File: config.mk
export PLATFORM = sky130hd
export DESIGN_NAME = spg_unit
export DESIGN_NICKNAME = d
export VERILOG_FILES = /design/src/rtl/core/spg_pkg.sv /design/src/rtl/core/spg_unit.sv
export SDC_FILE = /design/constraint.sdc
export NUM_CORES = 1
export LEC_CHECK = 0
export BUFFER_PORTS_ARGS = -buffer_cell sky130_fd_sc_hd__buf_2
export CORE_ASPECT_RATIO = 0.7
export CORE_MARGIN = 2
export CORE_UTILIZATION = 60
export CTS_CLUSTER_DIAMETER = 60
export CTS_CLUSTER_SIZE = 40
export DETAILED_ROUTE_END_ITERATION = 16
export MAX_ROUTING_LAYER = met4
export PLACE_DENSITY = 0.81
export SLEW_MARGIN = 30
export SYNTH_ARGS = -nofsm -noshare
export SYNTH_HDL_FRONTEND = slang
export SYNTH_SLANG_ARGS = --single-unit
File: constraint.sdc
create_clock -name clk -period 5.2 [get_ports clk]
set_input_delay 1.04 -clock clk [delete_from_list [all_inputs] [get_ports clk]]
set_output_delay 1.04 -clock clk [all_outputs]
set_load 0.02 [all_outputs]
File: src/rtl/core/spg_pkg.sv
// shared types, constants and helpers of the sigma point generator
`timescale 1ns / 1ps

package spg_pkg;

    localparam int SIDE          = 8;
    localparam int IDX_W         = 3;
    localparam int ADDR_W        = 6;
    localparam int DATA_W        = 32;
    localparam int WIDE_W        = 64;
    localparam int DEN_W         = 34;
    localparam int REM_W         = 35;
    localparam int DIM_W         = 4;
    localparam int PT_W          = 5;
    localparam int CFG_IDX_W     = 1;
    localparam int MAX_DIM_DEF   = 8;
    localparam int FRAC_BITS_DEF = 16;

    localparam logic [DIM_W-1:0] DIM_RESET = 4'd3;

    localparam logic signed [WIDE_W-1:0] ACC_LIMIT = 64'sh2000_0000_0000_0000;
    localparam logic signed [WIDE_W:0]   SAT_HI    = 65'sd2147483647;
    localparam logic signed [WIDE_W:0]   SAT_LO    = -65'sd2147483648;
    localparam logic signed [DATA_W-1:0] MAX32     = 32'sh7FFF_FFFF;
    localparam logic signed [DATA_W-1:0] MIN32     = 32'sh8000_0000;

    typedef enum logic [1:0] {
        FUNC_MEAN = 2'd0,
        FUNC_COV  = 2'd1,
        FUNC_RUN  = 2'd2
    } func_t;

    typedef enum logic [CFG_IDX_W-1:0] {
        CFG_DIM   = 1'b0,
        CFG_KAPPA = 1'b1
    } cfg_idx_t;

    typedef enum logic {
        OP_DIV,
        OP_SQRT
    } unit_op_t;

    typedef enum logic [3:0] {
        ST_IDLE,
        ST_W0,
        ST_WI,
        ST_ROOT,
        ST_CHOL_RD,
        ST_ACC_RD,
        ST_ACC_MUL,
        ST_ACC_ADD,
        ST_DIFF,
        ST_UNIT_WAIT,
        ST_PT_START,
        ST_PT_RD,
        ST_PT_MUL,
        ST_PT_SUM,
        ST_PUSH,
        ST_BAD
    } seq_state_t;

    typedef struct packed {
        logic                      start;
        unit_op_t                  op;
        logic signed [WIDE_W-1:0]  num;
        logic [DEN_W-1:0]          den;
    } unit_req_t;

    typedef struct packed {
        logic                      done;
        logic signed [DATA_W-1:0]  value;
    } unit_rsp_t;

    typedef struct packed {
        logic [PT_W-1:0]                point_index;
        logic signed [DATA_W-1:0]       point_weight;
        logic [SIDE-1:0][DATA_W-1:0]    coords;
        logic                           last_point;
        logic                           bad_input;
    } point_t;

    // clamp a wide signed value into 32 bits
    function automatic logic signed [DATA_W-1:0] sat32(input logic signed [WIDE_W:0] v);
        logic signed [DATA_W-1:0] r;
        if (v > SAT_HI) begin
            r = MAX32;
        end else if (v < SAT_LO) begin
            r = MIN32;
        end else begin
            r = signed'(v[DATA_W-1:0]);
        end
        return r;
    endfunction

endpackage

File: src/rtl/core/spg_unit.sv
// shared iterative unit: signed divide by a positive divisor, integer square root
`timescale 1ns / 1ps

module spg_unit
(
    input  logic               clk,
    input  logic               rst_n,
    input  spg_pkg::unit_req_t req,
    output spg_pkg::unit_rsp_t rsp
);

    logic                              busy_reg;
    logic                              done_reg;
    logic [6:0]                        cnt_reg;
    spg_pkg::unit_op_t                 op_reg;
    logic                              neg_reg;
    logic [spg_pkg::WIDE_W-1:0]        num_reg;
    logic [spg_pkg::WIDE_W-1:0]        q_reg;
    logic [spg_pkg::REM_W-1:0]         rem_reg;
    logic [spg_pkg::DEN_W-1:0]         den_reg;

    logic [6:0]                        last_cnt;
    logic [spg_pkg::REM_W-1:0]         rem_sh;
    logic [spg_pkg::REM_W-1:0]         trial;
    logic [spg_pkg::REM_W-1:0]         rem_next;
    logic [spg_pkg::WIDE_W-1:0]        q_next;
    logic [spg_pkg::WIDE_W-1:0]        num_next;
    logic                              qbit;
    logic signed [spg_pkg::DATA_W-1:0] value;

    assign last_cnt = (op_reg == spg_pkg::OP_DIV) ? 7'd63 : 7'd31;

    // one quotient bit or one root bit per cycle
    always_comb
    begin
        if (op_reg == spg_pkg::OP_DIV) begin
            rem_sh   = {rem_reg[spg_pkg::REM_W-2:0], num_reg[spg_pkg::WIDE_W-1]};
            trial    = {1'b0, den_reg};
            num_next = {num_reg[spg_pkg::WIDE_W-2:0], 1'b0};
        end else begin
            rem_sh   = {rem_reg[spg_pkg::REM_W-3:0], num_reg[spg_pkg::WIDE_W-1 -: 2]};
            trial    = {1'b0, q_reg[31:0], 2'b01};
            num_next = {num_reg[spg_pkg::WIDE_W-3:0], 2'b00};
        end
        qbit     = (rem_sh >= trial);
        rem_next = qbit ? (rem_sh - trial) : rem_sh;
        q_next   = {q_reg[spg_pkg::WIDE_W-2:0], qbit};
    end

    always_ff @(posedge clk or negedge rst_n)
    begin
        if (!rst_n) begin
            busy_reg <= 1'b0;
            done_reg <= 1'b0;
            cnt_reg  <= 7'd0;
        end else begin
            done_reg <= busy_reg && (cnt_reg == last_cnt);
            if (req.start) begin
                busy_reg <= 1'b1;
                cnt_reg  <= 7'd0;
            end else if (busy_reg) begin
                cnt_reg <= cnt_reg + 7'd1;
                if (cnt_reg == last_cnt) begin
                    busy_reg <= 1'b0;
                end
            end
        end
    end

    always_ff @(posedge clk)
    begin
        if (req.start) begin
            op_reg  <= req.op;
            den_reg <= req.den;
            rem_reg <= '0;
            q_reg   <= '0;
            neg_reg <= (req.op == spg_pkg::OP_DIV) && req.num[spg_pkg::WIDE_W-1];
            if ((req.op == spg_pkg::OP_DIV) && req.num[spg_pkg::WIDE_W-1]) begin
                num_reg <= unsigned'(-req.num);
            end else begin
                num_reg <= unsigned'(req.num);
            end
        end else if (busy_reg) begin
            rem_reg <= rem_next;
            q_reg   <= q_next;
            num_reg <= num_next;
        end
    end

    // truncated quotient or floor root, saturated to 32 bits
    always_comb
    begin
        if (op_reg == spg_pkg::OP_SQRT) begin
            value = q_reg[31] ? spg_pkg::MAX32 : signed'(q_reg[31:0]);
        end else if (!neg_reg) begin
            value = (q_reg > 64'h7FFF_FFFF) ? spg_pkg::MAX32 : signed'(q_reg[31:0]);
        end else begin
            value = (q_reg > 64'h8000_0000) ? spg_pkg::MIN32 : signed'(-q_reg[31:0]);
        end
    end

    assign rsp.done  = done_reg;
    assign rsp.value = value;

endmodule

==> impl_metrics.env <==
export IMPL_synth_edf_count=100
export IMPL_cpPeakStageDelay_ns=0.50
export IMPL_maxCapViolCount=0
export IMPL_finalCriticalPeriod_ns=4.98
export IMPL_drive_gt1_share_pct=15.1
export IMPL_synthDistinctLibCells=78
export IMPL_async_flop_share_pct=4.35
export IMPL_cp_slowest_cell="or4b_1"
export IMPL_clock_latency_ns=0.54
export IMPL_synth_area_leader_cell="edfxtp_1"
export IMPL_cts_htree_levels=1
export IMPL_cts_tree="built"
export IMPL_pin_count=135
export IMPL_start_util_pct=61.0
export IMPL_layout_common_cells="nor2_1, nand2_1, mux2i_1"
export IMPL_clockRootBuffer="clkbuf_16"
export IMPL_gp_congestion=0.994
export IMPL_cp_top_family="simple AND/OR/NAND/NOR gates"
export IMPL_top_layer_used="met4"
export IMPL_ys_ff_latch=207
export IMPL_ant_nets=0
export IMPL_nets=1745
export IMPL_clkTransAtPathRegs_ns=0.13
export IMPL_ys_flop_type="edfxtp_1"
export IMPL_drt_iter0_drc=1242
export IMPL_drt_pass1_iterations=6
export IMPL_wire_per_inst_um=18.7
export IMPL_syn_nets=1684
export IMPL_fill_cells=1841
export IMPL_grt_max_degree=109
export IMPL_end_kind="output pin"
export IMPL_drv_slew=0
export IMPL_cts_buffer_depth=3
export IMPL_fin_area_um2=15200
export IMPL_cp_start_kind="flop"
export IMPL_grt_pass1_wl_mm=57.1
export IMPL_setup_violations=0
export IMPL_avgSynthCellArea_um2=8.91
export IMPL_outcome="finished clean"
export IMPL_core_area_um2=22600
export IMPL_tightest_slew_ns=0.928
export IMPL_power_density_nw_per_um2=407
export IMPL_p_leak_nw=6.58
export IMPL_hold_class="in2async"
export IMPL_path_cells="inv_1 > ha_1 > or4b_1 > or3_1 > nand4bb_4 > o41ai_4 > and2_4 > nor2_2 > a311oi_1 > buf_2"
export IMPL_setup_tns_final_ns=0
export IMPL_hold_buffers=0
export IMPL_met3_wirelength_mm=2.92
export IMPL_fin_skew_ns=0.0714
export IMPL_wl_met2_mm=15.3
export IMPL_vias=12249
export IMPL_viasPerCell=6.36
export IMPL_wl_mm=36.0
export IMPL_synth_top_area_share_pct=21.8
export IMPL_synth_warning_count=0
export IMPL_overflow=0
export IMPL_mostFrequentLayoutCell="nor2_1"
export IMPL_hold_viol=0
export IMPL_cp_max_fo=8
export IMPL_ir_drop_mv=0.254
export IMPL_placed_area_um2=14600
export IMPL_postCtsSetupRepairBufs=0
export IMPL_port_buffers=134
export IMPL_grt_pass1_vias=10872
export IMPL_wl_met1_mm=17.1
export IMPL_max_freq_mhz=201
export IMPL_fin_crit_sh_pct=95.9
export IMPL_path_buf_inv=2
export IMPL_hpwlAfterDp_mm=25.9
export IMPL_worstSetupPathType="reg2out"
export IMPL_rsz0062_at_grt="false"
export IMPL_ys_top_cells_by_area="edfxtp_1, dfxtp_1, mux2i_1"
export IMPL_route_detailed_drc=0
export IMPL_arrival_ns=3.94
export IMPL_core_rowCount=46
export IMPL_die_w_um=185
export IMPL_worstPathRequired_ns=4.16
export IMPL_die_h_um=131
export IMPL_cts_sinks=207
export IMPL_syn_inst=1544
export IMPL_numCtsBuffers=14
export IMPL_grt_usage_pct=30.3
export IMPL_yosysSeqAreaShare_pct=37.7
export IMPL_syn2layout_area_growth_pct=10.3
export IMPL_antenna_found_initial=1
export IMPL_die_area_um2=24200
export IMPL_max_slew_margin_rel_pct=37.6
export IMPL_netlist_area_um2=13800
-- report_power, final --
| group | total, mW | leakage [nW] | switching [mW] | internal, mW |
|---|---|---|---|---|
| Clock | 1.32 | 0.263 | 0.735 | 0.582 |
| Combinational | 2.81 | 4.35 | 1.69 | 1.11 |
| Sequential | 2.06 | 1.96 | 0.136 | 1.92 |
| Total | 6.18 | 6.58 | 2.56 | 3.62 |
-- synthesized netlist by cell type (22+ instances only) --
library cell,count
nor2b_1,23
buf_1,27
edfxtp_1,100
nand2_1,151
nand3_1,31
o21ai_0,103
xnor2_1,52
a21oi_1,92
ha_1,37
clkbuf_1,77
a211oi_1,22
xor2_1,43
o31ai_1,24
mux2_2,32
nor3_1,26
nor4_1,24
nor2_1,160
mux2i_1,148
dfxtp_1,98
-- area by class of cell --
| class | count | area, um^2 | area share [%] |
|---|---|---|---|
| diodes | 1 | 2.50 | 0.0165 |
| multi-input cells | 1204 | 8070 | 53.1 |
| well taps | 312 | 390 | 2.57 |
| flip-flops and latches | 207 | 5190 | 34.2 |
| clock buffers | 14 | 350 | 2.31 |
| repair buffers | 156 | 882 | 5.81 |
| clock inverters | 10 | 213 | 1.40 |
| inverters | 22 | 82.6 | 0.544 |
-- through the flow --
step / hold slack [ns] / cells / setup WS [ns] / util [%] / total power, mW
final: 0.320 / 1926 / 0.216 / 67.3 / 6.18
after global routing: 0.327 / 1926 / 0.0619 / 67.3 / 6.53
after CTS: 0.322 / 1925 / 0.102 / 67.3 / 6.11
after detailed placement: 0.479 / 1901 / 0.745 / 64.8 / 4.79
after global placement: 0.474 / 1901 / 0.760 / 64.8 / 4.75
after floorplan: 0.443 / 1544 / 0.403 / - / 4.08
-- path summary, 6_finish.rpt --
| path | start | cells after the start | slack [ns] | to |
|---|---|---|---|---|
| setup reg to reg | op_reg | 10 | 0.88 | rem_reg[20] |
| hold / removal | rst_n | 1 | 0.32 | done_reg |
| max in group asynchronous | rst_n | 1 | 4.69 | busy_reg |
| hold reg to reg | rem_reg[21] | 2 | 0.50 | rem_reg[21] |
| min in group clk | rem_reg[21] | 2 | 0.50 | rem_reg[21] |
| setup / recovery | q_reg[0] | 10 | 0.22 | rsp[4] |
-- layer usage --
layer	up-vias	global-route usage (%)
li1	5798	-
met1	5904	45.9
met2	498	42.4
met3	49	4.74
met4	0	6.77
met5	-	-
-- logic make-up after synthesis --
group	share of synthesized area (%)
and+or+nand+nor	18.4
AOI/OAI and AO/OA	17.2
DFF	37.7
muxes	13.4
buffers and inverters	3.71
xor gates and xnor gates	6.05
adders and majority gates	3.51
-- repair_timing --
item / in CTS / in global routing
gates resized for setup: 0 / 2
setup endpoints to repair: 0 / 8
hold endpoints to repair: 0 / 0
Power figures use the tool's default switching activity.
